File: src/hdl/upud_pkg.sv
// ----------------------------------------------------------------------------
// upud_pkg
// Shared types, character codes, code-point limits and hex helpers for the
// URL percent / percent-u decoder.
// ----------------------------------------------------------------------------
package upud_pkg;

   localparam int WIN_DEPTH  = 6;
   localparam int HOLD_DEPTH = 5;
   localparam int CSR_IDX_W  = 1;
   localparam int CSR_DATA_W = 1;

   // Configuration register indexes.
   localparam logic [CSR_IDX_W-1:0] CSR_PLUS_TO_SPACE   = 1'd0;
   localparam logic [CSR_IDX_W-1:0] CSR_UNICODE_ESCAPES = 1'd1;

   // Character codes.
   localparam logic [7:0] CHAR_PERCENT = 8'h25;
   localparam logic [7:0] CHAR_PLUS    = 8'h2B;
   localparam logic [7:0] CHAR_SPACE   = 8'h20;
   localparam logic [7:0] CHAR_LOWER_U = 8'h75;
   localparam logic [7:0] CHAR_UPPER_U = 8'h55;

   // Code-point mapping and UTF-8 constants.
   localparam logic [15:0] FULLWIDTH_LO  = 16'hFF01;
   localparam logic [15:0] FULLWIDTH_HI  = 16'hFF5E;
   localparam logic [15:0] FULLWIDTH_OFS = 16'hFEE0;
   localparam logic [15:0] IDEO_SPACE    = 16'h3000;
   localparam logic [15:0] UTF8_ONE_LIM  = 16'h0080;
   localparam logic [15:0] UTF8_TWO_LIM  = 16'h0800;
   localparam logic [7:0]  UTF8_CONT     = 8'h80;
   localparam logic [7:0]  UTF8_LEAD2    = 8'hC0;
   localparam logic [7:0]  UTF8_LEAD3    = 8'hE0;
   localparam logic [7:0]  UTF8_MASK6    = 8'h3F;

   localparam logic [2:0] ADV_ONE   = 3'd1;
   localparam logic [2:0] ADV_BYTE  = 3'd3;
   localparam logic [2:0] ADV_UNI   = 3'd6;

   typedef logic [WIN_DEPTH-1:0][7:0] win_type;

   typedef enum logic [2:0] {
      ACT_LIT,
      ACT_FAIL,
      ACT_BYTE,
      ACT_UNI,
      ACT_WAIT
   } act_kind_type;

   // Decision for the byte at the head of the window.
   typedef struct packed {
      act_kind_type    kind;
      logic [1:0]      nbytes;
      logic [2:0]      adv;
      logic [2:0][7:0] bytes;
   } act_type;

   typedef enum logic [1:0] {
      ST_IDLE,
      ST_SCAN,
      ST_FINISH
   } state_type;

   function automatic logic is_hex(input logic [7:0] c);
      return (c >= 8'h30 && c <= 8'h39) || (c >= 8'h61 && c <= 8'h66) ||
             (c >= 8'h41 && c <= 8'h46);
   endfunction

   function automatic logic [3:0] hex_val(input logic [7:0] c);
      logic [7:0] v;
      v = 8'h00;
      if (c >= 8'h30 && c <= 8'h39) begin
         v = c - 8'h30;
      end else if (c >= 8'h61 && c <= 8'h66) begin
         v = c - 8'h57;
      end else if (c >= 8'h41 && c <= 8'h46) begin
         v = c - 8'h37;
      end
      return v[3:0];
   endfunction

endpackage

File: src/hdl/upud_ifs.sv
// ----------------------------------------------------------------------------
// upud_ifs
// Valid/ready channel interfaces for the decoder's raw byte input and its
// decoded byte output.
// ----------------------------------------------------------------------------
interface upud_req_if;
   logic       valid;
   logic       ready;
   logic [7:0] in_byte;
   logic       in_last;

   modport source (output valid, output in_byte, output in_last, input ready);
   modport sink (input valid, input in_byte, input in_last, output ready);
endinterface

interface upud_rsp_if;
   logic       valid;
   logic       ready;
   logic [7:0] out_byte;
   logic       run_last;
   logic       stream_last;

   modport source (output valid, output out_byte, output run_last, output stream_last,
                   input ready);
   modport sink (input valid, input out_byte, input run_last, input stream_last,
                 output ready);
endinterface

File: src/hdl/upud_judge.sv
// ----------------------------------------------------------------------------
// upud_judge
// Decides what the byte at the head of the decode window turns into:
// a literal ('+' optionally as a space), a failed escape, a %HH byte, a %uHHHH
// code point in UTF-8 after the fullwidth and space mapping, or a wait for more input.
// ----------------------------------------------------------------------------
module upud_judge (
   input  upud_pkg::win_type win,
   input  logic [2:0]        rem,
   input  logic              plus_to_space,
   input  logic              unicode_escapes,
   input  logic              last,
   output upud_pkg::act_type act
);

   logic        hx1, hx2, hx3, hx4, hx5;
   logic        is_u;
   logic        bad_digit;
   logic [15:0] cp;
   logic [15:0] mapped;

   always_comb begin
      hx1 = upud_pkg::is_hex(win[1]);
      hx2 = upud_pkg::is_hex(win[2]);
      hx3 = upud_pkg::is_hex(win[3]);
      hx4 = upud_pkg::is_hex(win[4]);
      hx5 = upud_pkg::is_hex(win[5]);
      is_u = unicode_escapes &&
             (win[1] == upud_pkg::CHAR_LOWER_U || win[1] == upud_pkg::CHAR_UPPER_U);
      // Only digits that have already arrived can fail a percent-u escape.
      bad_digit = (rem > 3'd2 && !hx2) || (rem > 3'd3 && !hx3) ||
                  (rem > 3'd4 && !hx4) || (rem > 3'd5 && !hx5);
      cp = {upud_pkg::hex_val(win[2]), upud_pkg::hex_val(win[3]),
            upud_pkg::hex_val(win[4]), upud_pkg::hex_val(win[5])};

      if (cp >= upud_pkg::FULLWIDTH_LO && cp <= upud_pkg::FULLWIDTH_HI) begin
         mapped = cp - upud_pkg::FULLWIDTH_OFS;
      end else if (cp == upud_pkg::IDEO_SPACE) begin
         mapped = {8'h00, upud_pkg::CHAR_SPACE};
      end else begin
         mapped = cp;
      end

      act.kind   = upud_pkg::ACT_FAIL;
      act.nbytes = 2'd1;
      act.adv    = upud_pkg::ADV_ONE;
      act.bytes  = '0;

      if (win[0] != upud_pkg::CHAR_PERCENT) begin
         act.kind = upud_pkg::ACT_LIT;
      end else if (rem < 3'd2) begin
         act.kind = upud_pkg::ACT_WAIT;
      end else if (hx1) begin
         if (rem < 3'd3) begin
            act.kind = upud_pkg::ACT_WAIT;
         end else if (hx2) begin
            act.kind = upud_pkg::ACT_BYTE;
         end
      end else if (is_u && !bad_digit) begin
         act.kind = (rem < 3'd6) ? upud_pkg::ACT_WAIT : upud_pkg::ACT_UNI;
      end

      // At the end of the stream an undecided escape fails.
      if (act.kind == upud_pkg::ACT_WAIT && last) begin
         act.kind = upud_pkg::ACT_FAIL;
      end

      case (act.kind)
         upud_pkg::ACT_LIT: begin
            act.bytes[0] = (plus_to_space && win[0] == upud_pkg::CHAR_PLUS) ?
                           upud_pkg::CHAR_SPACE : win[0];
         end
         upud_pkg::ACT_BYTE: begin
            act.adv      = upud_pkg::ADV_BYTE;
            act.bytes[0] = {upud_pkg::hex_val(win[1]), upud_pkg::hex_val(win[2])};
         end
         upud_pkg::ACT_UNI: begin
            act.adv = upud_pkg::ADV_UNI;
            if (mapped < upud_pkg::UTF8_ONE_LIM) begin
               act.bytes[0] = mapped[7:0];
            end else if (mapped < upud_pkg::UTF8_TWO_LIM) begin
               act.nbytes   = 2'd2;
               act.bytes[0] = upud_pkg::UTF8_LEAD2 | {3'b000, mapped[10:6]};
               act.bytes[1] = upud_pkg::UTF8_CONT | ({2'b00, mapped[5:0]} &
                                                     upud_pkg::UTF8_MASK6);
            end else begin
               act.nbytes   = 2'd3;
               act.bytes[0] = upud_pkg::UTF8_LEAD3 | {4'h0, mapped[15:12]};
               act.bytes[1] = upud_pkg::UTF8_CONT | {2'b00, mapped[11:6]};
               act.bytes[2] = upud_pkg::UTF8_CONT | ({2'b00, mapped[5:0]} &
                                                     upud_pkg::UTF8_MASK6);
            end
         end
         upud_pkg::ACT_WAIT: begin
            act.adv = 3'd0;
         end
         default: begin
            act.bytes[0] = upud_pkg::CHAR_PERCENT;
         end
      endcase
   end

endmodule

File: src/hdl/url_percent_unicode_decoder.sv
// Sequence: the accepted byte is joined to the held escape bytes, then each decoded byte is
// produced in turn, then a pending escape is held or the window is found empty, and a closing
// state hands on the last byte; a stalled output holds up this sequence.
// Throughput: one item at a time, set by the single decision unit, and one output byte per
// cycle while the output is not stalled. Synchronous active-high reset clears the held escape
// and sets both configuration bits to 1.
// ----------------------------------------------------------------------------
// url_percent_unicode_decoder
// Streaming URL decoder for %HH, optional '+' to space and optional %uHHHH
// escapes, one raw byte per transaction in, one decoded byte per transaction out.
// ----------------------------------------------------------------------------
module url_percent_unicode_decoder (
   input  logic                                clock,
   input  logic                                reset,
   upud_req_if.sink                            req_ch,
   upud_rsp_if.source                          rsp_ch,
   input  logic                                csr_we,
   input  logic [upud_pkg::CSR_IDX_W-1:0]      csr_index,
   input  logic [upud_pkg::CSR_DATA_W-1:0]     csr_wdata
);

   upud_pkg::state_type state_ff, state_in;
   upud_pkg::win_type   win_ff;
   upud_pkg::act_type   act;

   logic       plus_ff, uni_ff;
   logic [2:0] rem_ff;
   logic [2:0] held_count_ff;
   logic       last_ff;
   logic [1:0] sub_ff;
   logic       pend_valid_ff;
   logic [7:0] pend_byte_ff;
   logic       rsp_valid_ff;
   logic [7:0] rsp_byte_ff;
   logic       rsp_run_last_ff;
   logic       rsp_stream_last_ff;

   logic out_free;
   logic accept, produce, advance, hold, flush, push;

   upud_judge u_judge (
      .win             (win_ff),
      .rem             (rem_ff),
      .plus_to_space   (plus_ff),
      .unicode_escapes (uni_ff),
      .last            (last_ff),
      .act             (act)
   );

   assign out_free           = !rsp_valid_ff || rsp_ch.ready;
   assign req_ch.ready       = (state_ff == upud_pkg::ST_IDLE);
   assign rsp_ch.valid       = rsp_valid_ff;
   assign rsp_ch.out_byte    = rsp_byte_ff;
   assign rsp_ch.run_last    = rsp_run_last_ff;
   assign rsp_ch.stream_last = rsp_stream_last_ff;
   assign push               = (produce && pend_valid_ff) || flush;

   // Next state.
   always_comb begin
      state_in = state_ff;
      case (state_ff)
         upud_pkg::ST_IDLE: begin
            if (req_ch.valid) state_in = upud_pkg::ST_SCAN;
         end
         upud_pkg::ST_SCAN: begin
            if (rem_ff == 3'd0 || act.kind == upud_pkg::ACT_WAIT) begin
               state_in = upud_pkg::ST_FINISH;
            end
         end
         upud_pkg::ST_FINISH: begin
            if (!pend_valid_ff || out_free) state_in = upud_pkg::ST_IDLE;
         end
         default: state_in = upud_pkg::ST_IDLE;
      endcase
   end

   // Sequencer controls. The newest decoded byte waits in the pending register
   // until it is known whether it is the last one of the transaction.
   always_comb begin
      accept  = 1'b0;
      produce = 1'b0;
      advance = 1'b0;
      hold    = 1'b0;
      flush   = 1'b0;
      case (state_ff)
         upud_pkg::ST_IDLE: begin
            accept = req_ch.valid;
         end
         upud_pkg::ST_SCAN: begin
            if (rem_ff != 3'd0) begin
               if (act.kind == upud_pkg::ACT_WAIT) begin
                  hold = 1'b1;
               end else if (!pend_valid_ff || out_free) begin
                  produce = 1'b1;
                  advance = (sub_ff == act.nbytes - 2'd1);
               end
            end
         end
         upud_pkg::ST_FINISH: begin
            flush = pend_valid_ff && out_free;
         end
         default: ;
      endcase
   end

   always_ff @(posedge clock) begin
      if (reset) begin
         state_ff <= upud_pkg::ST_IDLE;
      end else begin
         state_ff <= state_in;
      end
   end

   always_ff @(posedge clock) begin
      if (reset) begin
         plus_ff <= 1'b1;
         uni_ff  <= 1'b1;
      end else if (csr_we) begin
         case (csr_index)
            upud_pkg::CSR_PLUS_TO_SPACE:   plus_ff <= csr_wdata[0];
            upud_pkg::CSR_UNICODE_ESCAPES: uni_ff  <= csr_wdata[0];
            default: ;
         endcase
      end
   end

   // Decode window: held escape bytes followed by the new byte.
   always_ff @(posedge clock) begin
      if (accept) begin
         win_ff[held_count_ff] <= req_ch.in_byte;
         last_ff               <= req_ch.in_last;
      end else if (advance) begin
         win_ff <= win_ff >> {act.adv, 3'b000};
      end
   end

   always_ff @(posedge clock) begin
      if (reset) begin
         rem_ff        <= 3'd0;
         held_count_ff <= 3'd0;
         sub_ff        <= 2'd0;
         pend_valid_ff <= 1'b0;
         rsp_valid_ff  <= 1'b0;
      end else begin
         if (accept) begin
            rem_ff        <= held_count_ff + 3'd1;
            held_count_ff <= 3'd0;
            sub_ff        <= 2'd0;
         end else if (hold) begin
            held_count_ff <= rem_ff;
         end else if (advance) begin
            rem_ff <= rem_ff - act.adv;
            sub_ff <= 2'd0;
         end else if (produce) begin
            sub_ff <= sub_ff + 2'd1;
         end

         if (produce) begin
            pend_valid_ff <= 1'b1;
         end else if (flush) begin
            pend_valid_ff <= 1'b0;
         end

         if (push) begin
            rsp_valid_ff <= 1'b1;
         end else if (rsp_ch.ready) begin
            rsp_valid_ff <= 1'b0;
         end
      end
   end

   always_ff @(posedge clock) begin
      if (produce) begin
         pend_byte_ff <= act.bytes[sub_ff];
      end
      if (push) begin
         rsp_byte_ff        <= pend_byte_ff;
         rsp_run_last_ff    <= flush;
         rsp_stream_last_ff <= flush && last_ff;
      end
   end

   // A held escape never exceeds the hold depth.
   assert property (@(posedge clock) disable iff (reset)
      held_count_ff <= 3'(upud_pkg::HOLD_DEPTH))
      else $error("held escape longer than the hold depth");

   // Every transaction's last byte has been handed on before the next is taken.
   assert property (@(posedge clock) disable iff (reset)
      (state_ff == upud_pkg::ST_IDLE) |-> !pend_valid_ff)
      else $error("pending byte left behind when idle");

   // The final byte of a stream leaves nothing held.
   assert property (@(posedge clock) disable iff (reset)
      (state_ff == upud_pkg::ST_FINISH && last_ff) |-> (held_count_ff == 3'd0))
      else $error("escape held past the end of the stream");

   // The UTF-8 byte counter stays within the current decision.
   assert property (@(posedge clock) disable iff (reset)
      (state_ff == upud_pkg::ST_SCAN && rem_ff != 3'd0 &&
       act.kind != upud_pkg::ACT_WAIT) |-> (sub_ff < act.nbytes))
      else $error("byte counter ran past the decoded sequence");

endmodule
File: src/flat_wrapper.sv
// flat-port wrapper written by rule: the top's interface ports become plain ports
module url_percent_unicode_decoder_flat 
  (clock, reset, csr_we, csr_index, csr_wdata, req_ch_valid, req_ch_in_byte, req_ch_in_last, req_ch_ready, rsp_ch_valid, rsp_ch_out_byte, rsp_ch_run_last, rsp_ch_stream_last, rsp_ch_ready);
  upud_req_if req_ch_i ();
  upud_rsp_if rsp_ch_i ();
  input  logic clock;
  input  logic reset;
  input  logic csr_we;
  input  logic [upud_pkg::CSR_IDX_W-1:0] csr_index;
  input  logic [upud_pkg::CSR_DATA_W-1:0] csr_wdata;
  input wire logic [$bits(req_ch_i.valid)-1:0] req_ch_valid;
  input wire logic [$bits(req_ch_i.in_byte)-1:0] req_ch_in_byte;
  input wire logic [$bits(req_ch_i.in_last)-1:0] req_ch_in_last;
  output wire logic [$bits(req_ch_i.ready)-1:0] req_ch_ready;
  output wire logic [$bits(rsp_ch_i.valid)-1:0] rsp_ch_valid;
  output wire logic [$bits(rsp_ch_i.out_byte)-1:0] rsp_ch_out_byte;
  output wire logic [$bits(rsp_ch_i.run_last)-1:0] rsp_ch_run_last;
  output wire logic [$bits(rsp_ch_i.stream_last)-1:0] rsp_ch_stream_last;
  input wire logic [$bits(rsp_ch_i.ready)-1:0] rsp_ch_ready;
  assign req_ch_i.valid = req_ch_valid;
  assign req_ch_i.in_byte = req_ch_in_byte;
  assign req_ch_i.in_last = req_ch_in_last;
  assign req_ch_ready = req_ch_i.ready;
  assign rsp_ch_valid = rsp_ch_i.valid;
  assign rsp_ch_out_byte = rsp_ch_i.out_byte;
  assign rsp_ch_run_last = rsp_ch_i.run_last;
  assign rsp_ch_stream_last = rsp_ch_i.stream_last;
  assign rsp_ch_i.ready = rsp_ch_ready;
  url_percent_unicode_decoder u_core (.clock(clock), .reset(reset), .req_ch(req_ch_i), .rsp_ch(rsp_ch_i), .csr_we(csr_we), .csr_index(csr_index), .csr_wdata(csr_wdata));
endmodule
File: config.mk
export PLATFORM = sky130hd
export DESIGN_NAME = url_percent_unicode_decoder_flat
export DESIGN_NICKNAME = d
export VERILOG_FILES = /design/src/hdl/upud_pkg.sv /design/src/hdl/upud_ifs.sv /design/src/hdl/upud_judge.sv /design/src/hdl/url_percent_unicode_decoder.sv /design/src/flat_wrapper.sv
export SDC_FILE = /design/constraint.sdc
export NUM_CORES = 1
export LEC_CHECK = 0
export ABC_AREA = 0
export BUFFER_PORTS_ARGS = -buffer_cell sky130_fd_sc_hd__buf_2
export CAP_MARGIN = 20
export CORE_ASPECT_RATIO = 1.1
export CORE_MARGIN = 3
export CORE_UTILIZATION = 40
export DETAILED_ROUTE_END_ITERATION = 6
export PLACE_DENSITY = 0.65
export SYNTH_ARGS = -nofsm -noshare
export SYNTH_HDL_FRONTEND = slang
export SYNTH_SLANG_ARGS = --single-unit
File: constraint.sdc
create_clock -name clock -period 8.4 [get_ports clock]
set_clock_uncertainty 0.1 [all_clocks]
set_input_delay 1.26 -clock clock [delete_from_list [all_inputs] [get_ports clock]]
set_output_delay 1.26 -clock clock [all_outputs]
set_load 0.02 [all_outputs]
# [Word-level counts from Yosys, hierarchy flattened]
# Index checks and enable logic that the tools add are counted.
[totals] reg_bits=81 latchBits=0 ramBits=0 mem_bits_ro=0 output_inout_bits=12 word_cells=238 n_memories=0
[classes] add_sub_neg=20 multipliers=0 n_div=0 order_cmp=44 eq_ne=16 shifts=1 n_mux=69 bitwise_logic=2 n_reduce_logical=67
[op_table] op="$mux W48" n=2
[op_table] op="$ge A8 B7 Y1 const B" n=10
[op_table] op="$le A8 B7 Y1 const B" n=10
[op_table] op="$mux W16" n=4
[op_table] op="$mux W4" n=15
[op_table] op="$bwmux W48" n=1
[op_table] op="$shr A48 B6 Y48" n=1
[op_table] op="$ge A8 B6 Y1 const B" n=5
[op_table] op="$le A8 B6 Y1 const B" n=5
[op_table] op="$mux W8" n=5
[op_table] op="$sub A4 B3 Y4 const B" n=10
[op_table] op="$pmux W8 S4" n=1
[op_table] op="$mux W3" n=10
[op_table] op="$logic_and A1 B1 Y1" n=28
[op_table] op="$demux W8 S3" n=1
[op_table] op="$sub A4 B1 Y4 const B" n=5
[op_table] op="$logic_or A1 B1 Y1" n=18
[op_table] op="$mux W1" n=18
[op_table] op="$bmux W8 S2" n=1
[op_table] op="$eq A16 B14 Y1 const B" n=1
[op_table] op="$eq A8 B7 Y1 const B" n=2
[op_table] op="$ge A16 B16 Y1 const B" n=1
[op_table] op="$le A16 B16 Y1 const B" n=1
[op_table] op="$lt A16 B12 Y1 const B" n=1
[op_table] op="35 further kinds" n=63

# [Longest topological paths before layout]
[logic_depth] word_depth=29 mapped_depth=16 depth_no_buf=15

# [Cells and area by module]
# From an unflattened synthesis, not the netlist that was laid out.
[unflattened] cells_unflattened=688 hier_area_um2=6583.8
[by_module_without_submodules] mod="url_percent_unicode_decoder" instances=1 cells_each=386 area_per_inst_um2=4511.8 seq_area_each_um2=2292.2
[by_module_without_submodules] mod="upud_judge" instances=1 cells_each=302 area_per_inst_um2=2072.0 seq_area_each_um2=0.0

# [Least setup slack after synthesis]
# Ideal clock, no wire load.
[synth_timing] path_type="register to register" startpoint="register u_core.win_ff[19] in the netlist's numbering" endpoint="register u_core.rem_ff[1]" arrival_ps=3616 t_required_ps=8221 slack_ps=4605 path_stages_with_launch=13 path_buffers=1 synth_period_minus_slack_ps=3795 cell_sequence="edfxtp_1 or4b_4 a311oi_4 o31ai_2 a311o_1 or4_1 nor2_2 nor2_2 inv_6 buf_6 fa_1 or3_1 o211ai_1"
[synth_via] elab_chain_len=28
[synth_lines] element="start: declaration" line="url_percent_unicode_decoder.sv:23" source="upud_pkg::win_type win_ff;"
[synth_lines] element="start signal: indexed assignment" line="url_percent_unicode_decoder.sv:130" source="win_ff[held_count_ff] <= req_ch.in_byte;"
[synth_lines] element="start signal: assignment" line="url_percent_unicode_decoder.sv:133" source="win_ff <= win_ff >> {act.adv, 3'b000};"
[synth_lines] element="branches (longest 28 deep; another with $ge A16 B16 Y1)"
[synth_lines] element="end signal: assignment" line="url_percent_unicode_decoder.sv:146" source="rem_ff <= held_count_ff + 3'd1;"
[synth_lines] element="end signal: assignment" line="url_percent_unicode_decoder.sv:152" source="rem_ff <= rem_ff - act.adv;"
[synth_lines] element="end: declaration" line="url_percent_unicode_decoder.sv:27" source="logic [2:0] rem_ff;"
# Parallel ways; which one is timed is not known. The select of a mux whose other input is x is not followed.
# A chain may end at the register's enable or synchronous reset.

# [Final worst setup path]
[layout_timing] startpoint="register u_core.win_ff[32] in the netlist's numbering" endpoint="register u_core.win_ff[30] in the netlist's numbering, enable pin"
[layout_via] elab_chain_len=26
[layout_lines] element="branches (longest 22 deep; another with $ge A16 B16 Y1)"
[layout_lines] element="$mux W1 *" line="url_percent_unicode_decoder.sv:91" source="if (act.kind == upud_pkg::ACT_WAIT) begin"
[layout_lines] element="$mux W1 *" line="url_percent_unicode_decoder.sv:90" source="if (rem_ff != 3'd0) begin"
[layout_lines] element="$mux W1 *" line="url_percent_unicode_decoder.sv:85" source="case (state_ff)"
[layout_lines] element="$reduce_bool A2 Y1 (no line) *"
# Mark *: on every way between the ends.

==> impl_results.md <==
- Num ports: 28
- Status: complete, no violations
- Yosys Warn Count: 0
- Critical setup path kind: flip-flop to flip-flop
- DRC viols: 0
- Crit path max-delay cell type: a21boi_1
- First-pass GRT wire length: 27100 um
- Area Overhead vs Synth: 9.89%
- Cell Pwr Density: 165 nW/um2
- Psw: 0.268 mW
- CP endpoint: u_core.win_ff[30]
- DRT Pass-1 Iters: 5
- Nets: 660
- Max-slew violation count: 0
- Routed via count: 5086
- CP max FO: 11
- Largest net degree at the start of global routing: 29
- Num CTS Buffers: 9
- Final hold vios: 0
- Maximum root-to-sink buffer count: 2
- Initial DRC Count: 466
- Largest family of logic cells by synthesized area: compound AO/OA/AOI/OAI gates
- CP Cell Sequence: inv_1, ha_1, or3b_1, and3_1, a22oi_1, nand3_1, o21ai_1, nor2_2, a21boi_1, a21oi_1, o21ai_2, o21ai_1
- Reg clk slew, reported paths: 0.06 ns
- Post-Synth Adder-Cell Area: 0.0422
- Crit. End Element: flip-flop
- Overall routing resource usage: 0.218
- Vias per cell: 6.22
- Synth Register Bits: 81
- Period minus WS final: 5.01 ns
- Initial antenna violation count: 0
- CTS tree: done
- Die Wd: 121 um
- Async set-reset flop share out of synthesis: 0
- Top cell type's share of synthesized area: 0.346
- Post-route antenna net violation count: 0
- Worst VDD drop: 0.112 mV
- R2R depth: 12
- Worst reg-to-reg setup slack: 3.39 ns
- RSZ-0062 raised after global routing: false
- Post-synthesis xor/xnor area fraction: 0.0105
- Die ar.: 16000 um2
- Register area share after synthesis: 0.394
- Worst Hold Launch: u_core.pend_byte_ff[4]
- Avg WL per Cell: 20.9 um
- CTS root buf: clkbuf_16
- Comb power frac: 0.129
- Non-filler cells, final: 818
- HP Class: flip-flop to flip-flop
- Maximum level of the CTS H-tree: 3
- Commonest non-fill, non-tap cell in the layout: edfxtp_1
- Max cap viols: 0
- Row count: 45
- Core area: 14000 um2
- Int Pwr: 0.786 mW
- Worst-Margin Slew: 0.947 ns
- CP most frequent cell: o21ai_1
- Worst Path Arrival: 4.91 ns
- Post_cts resized: 0
- Maximum clock rate: 200 MHz
- Final core utilization: 0.456
- Clock Power Share: 0.405
- Gate Count Post-Synth: 606
- Post-synthesis compound-gate area fraction: 0.240
- Post-synthesis simple-gate area fraction: 0.204
- I/O Buffers: 27
- Post-synth EDFFs: 67
- Sw frac: 0.254
- Syn Area/Cell: 9.60 um2
- Rel. slew slack: 0.368
- Starting Density: 0.415
- Worst R2R End: u_core.win_ff[30]
- CTS Hold Buffers Added: 0
- Unique cell type count in the Yosys netlist: 98
- Largest cells by area after synthesis: edfxtp_1 35%, mux2i_1 6.4%, dfxtp_1 4.8%
- Post-CTS Setup Bufs: 0
- Setup TNS: 0 ns
- Post-synthesis mux area share: 0.0675
- Reg2reg start: u_core.win_ff[32]
- Reg power frac: 0.466
- Crit path launch: u_core.win_ff[32]
- Crit path largest cell delay: 0.69 ns
- Gr ovfl total: 0
- CP required: 8.30 ns
- Routability Congestion: 0.962
- Main synth FF type: edfxtp_1
- Mapped Nets: 641
- Leading area contributor after synthesis: edfxtp_1
- Share of cells above drive strength 1: 0.117
- Via count of the first global-routing pass: 4950
- Post-DP HPWL: 13200 um
- Routed wire length: 17100 um
- Leak: 2.21 nW
- Post-Syn Area: 5820 um2
- Most frequent cells in the layout: 67 x edfxtp_1, 62 x nand2_1, 48 x nor2_1
- DP Cell Count: 801
- Die Ht: 132 um
- Antenna cells: 0
- Clock Latency Late Sink: 0.35 ns
- Final period utilization: 0.597
- CP Launch Type: flip-flop
- # setup viols final: 0
- CTS sink cnt: 81
==> routing by layer <==
metal,track usage,up-vias,part of all wire
met5,0,-,0
met3,0.0329,39,0.052
met1,0.274,2476,0.42
met4,0.0982,0,0.034
li1,-,2364,-
met2,0.369,207,0.50
==> cell usage after synthesis, drive strengths merged, types with 3 or more instances <==
cell type   n
a32oi       3
nor4b       4
o21ai      52
a311o       3
nor2       52
o311ai      4
o21bai      6
a311oi      3
nand4bb     3
a22oi       6
o31ai       4
mux2i      37
clkbuf     11
nand2b     15
and2        4
nand2      63
dfxtp      14
a221oi      3
nor3       17
or4b        4
nor3b       6
edfxtp     67
a22o       19
inv        28
ha         18
a211oi      5
a211o       5
a21oi      45
xnor2       5
a21boi      4
nor4        5
nand3      13
nand3b      3
o211ai      9
buf        10
or4         5
and3        6
nor2b       4
==> logic make-up (layout without fill, tap and decap cells) <==
group	Yosys count	count (layout)
AND/OR/NAND/NOR	216	216
AO/OA/AOI/OAI	195	195
flip-flops	81	81
XOR/XNOR	7	7
buffers and inverters	49	73
adder cells (fa/ha/maj)	19	19
multiplexers	39	39
==> how the worst min path moves through the flow <==
stage	end	slack [ns]	cells after the start
after floorplan	u_core.rsp_ch.out_byte[0]	0.30	0
after global placement	u_core.rsp_ch.out_byte[3]	0.30	0
after detailed placement	u_core.rsp_ch.out_byte[4]	0.31	0
after CTS	u_core.rsp_ch.out_byte[4]	0.32	0
after global routing	u_core.rsp_ch.out_byte[4]	0.33	0
final	u_core.rsp_ch.out_byte[4]	0.32	0
==> metrics by stage <==
stage          area [um2]  hold WS (ns)  total power [mW]  worst slack, ns
2_1_floorplan        5820         0.300             0.582             4.61
3_3_place_gp         6060         0.303             0.629             3.43
3_5_place_dp         6060         0.306             0.632             3.34
4_1_cts              6390         0.319              1.06             3.35
5_1_grt              6390         0.325              1.10             3.06
6_report             6390         0.317              1.05             3.39
==> sequential cells by signal (all words and copies together), names as in the netlist, 2 cells and up <==
register                flops
u_core.sub_ff               2
u_core.rem_ff               3
u_core.win_ff              48
u_core.held_count_ff        3
u_core.pend_byte_ff         8
u_core.state_ff             2
u_core.rsp_ch.out_byte      8
==> worst max-delay path: cells and delay by family, from the launching register on <==
kind / cells / cell delay, ns
compound gates: 6 / 2.68
flops: 1 / 0.50
fa+ha+maj: 1 / 0.19
simple gates: 4 / 1.02
buf+inv: 1 / 0.15
==> power by group through the flow <==
stage                     Clock (mW)  Sequential (mW)  Combinational [mW]
after floorplan                    0            0.486              0.0954
after global placement             0            0.497               0.132
after detailed placement           0            0.498               0.134
after CTS                      0.434            0.490               0.135
after global routing           0.454            0.493               0.150
final                          0.427            0.491               0.136
==> cell type report <==
class,instances,area [um2]
clock buffer,13,260
timing repair buffer,29,148
multi-input combinational,476,3280
clock inverter,3,63.8
inverter,28,110
fill,1322,7630
tap,188,235
sequential,81,2290
(Power assumes the default switching activity.)
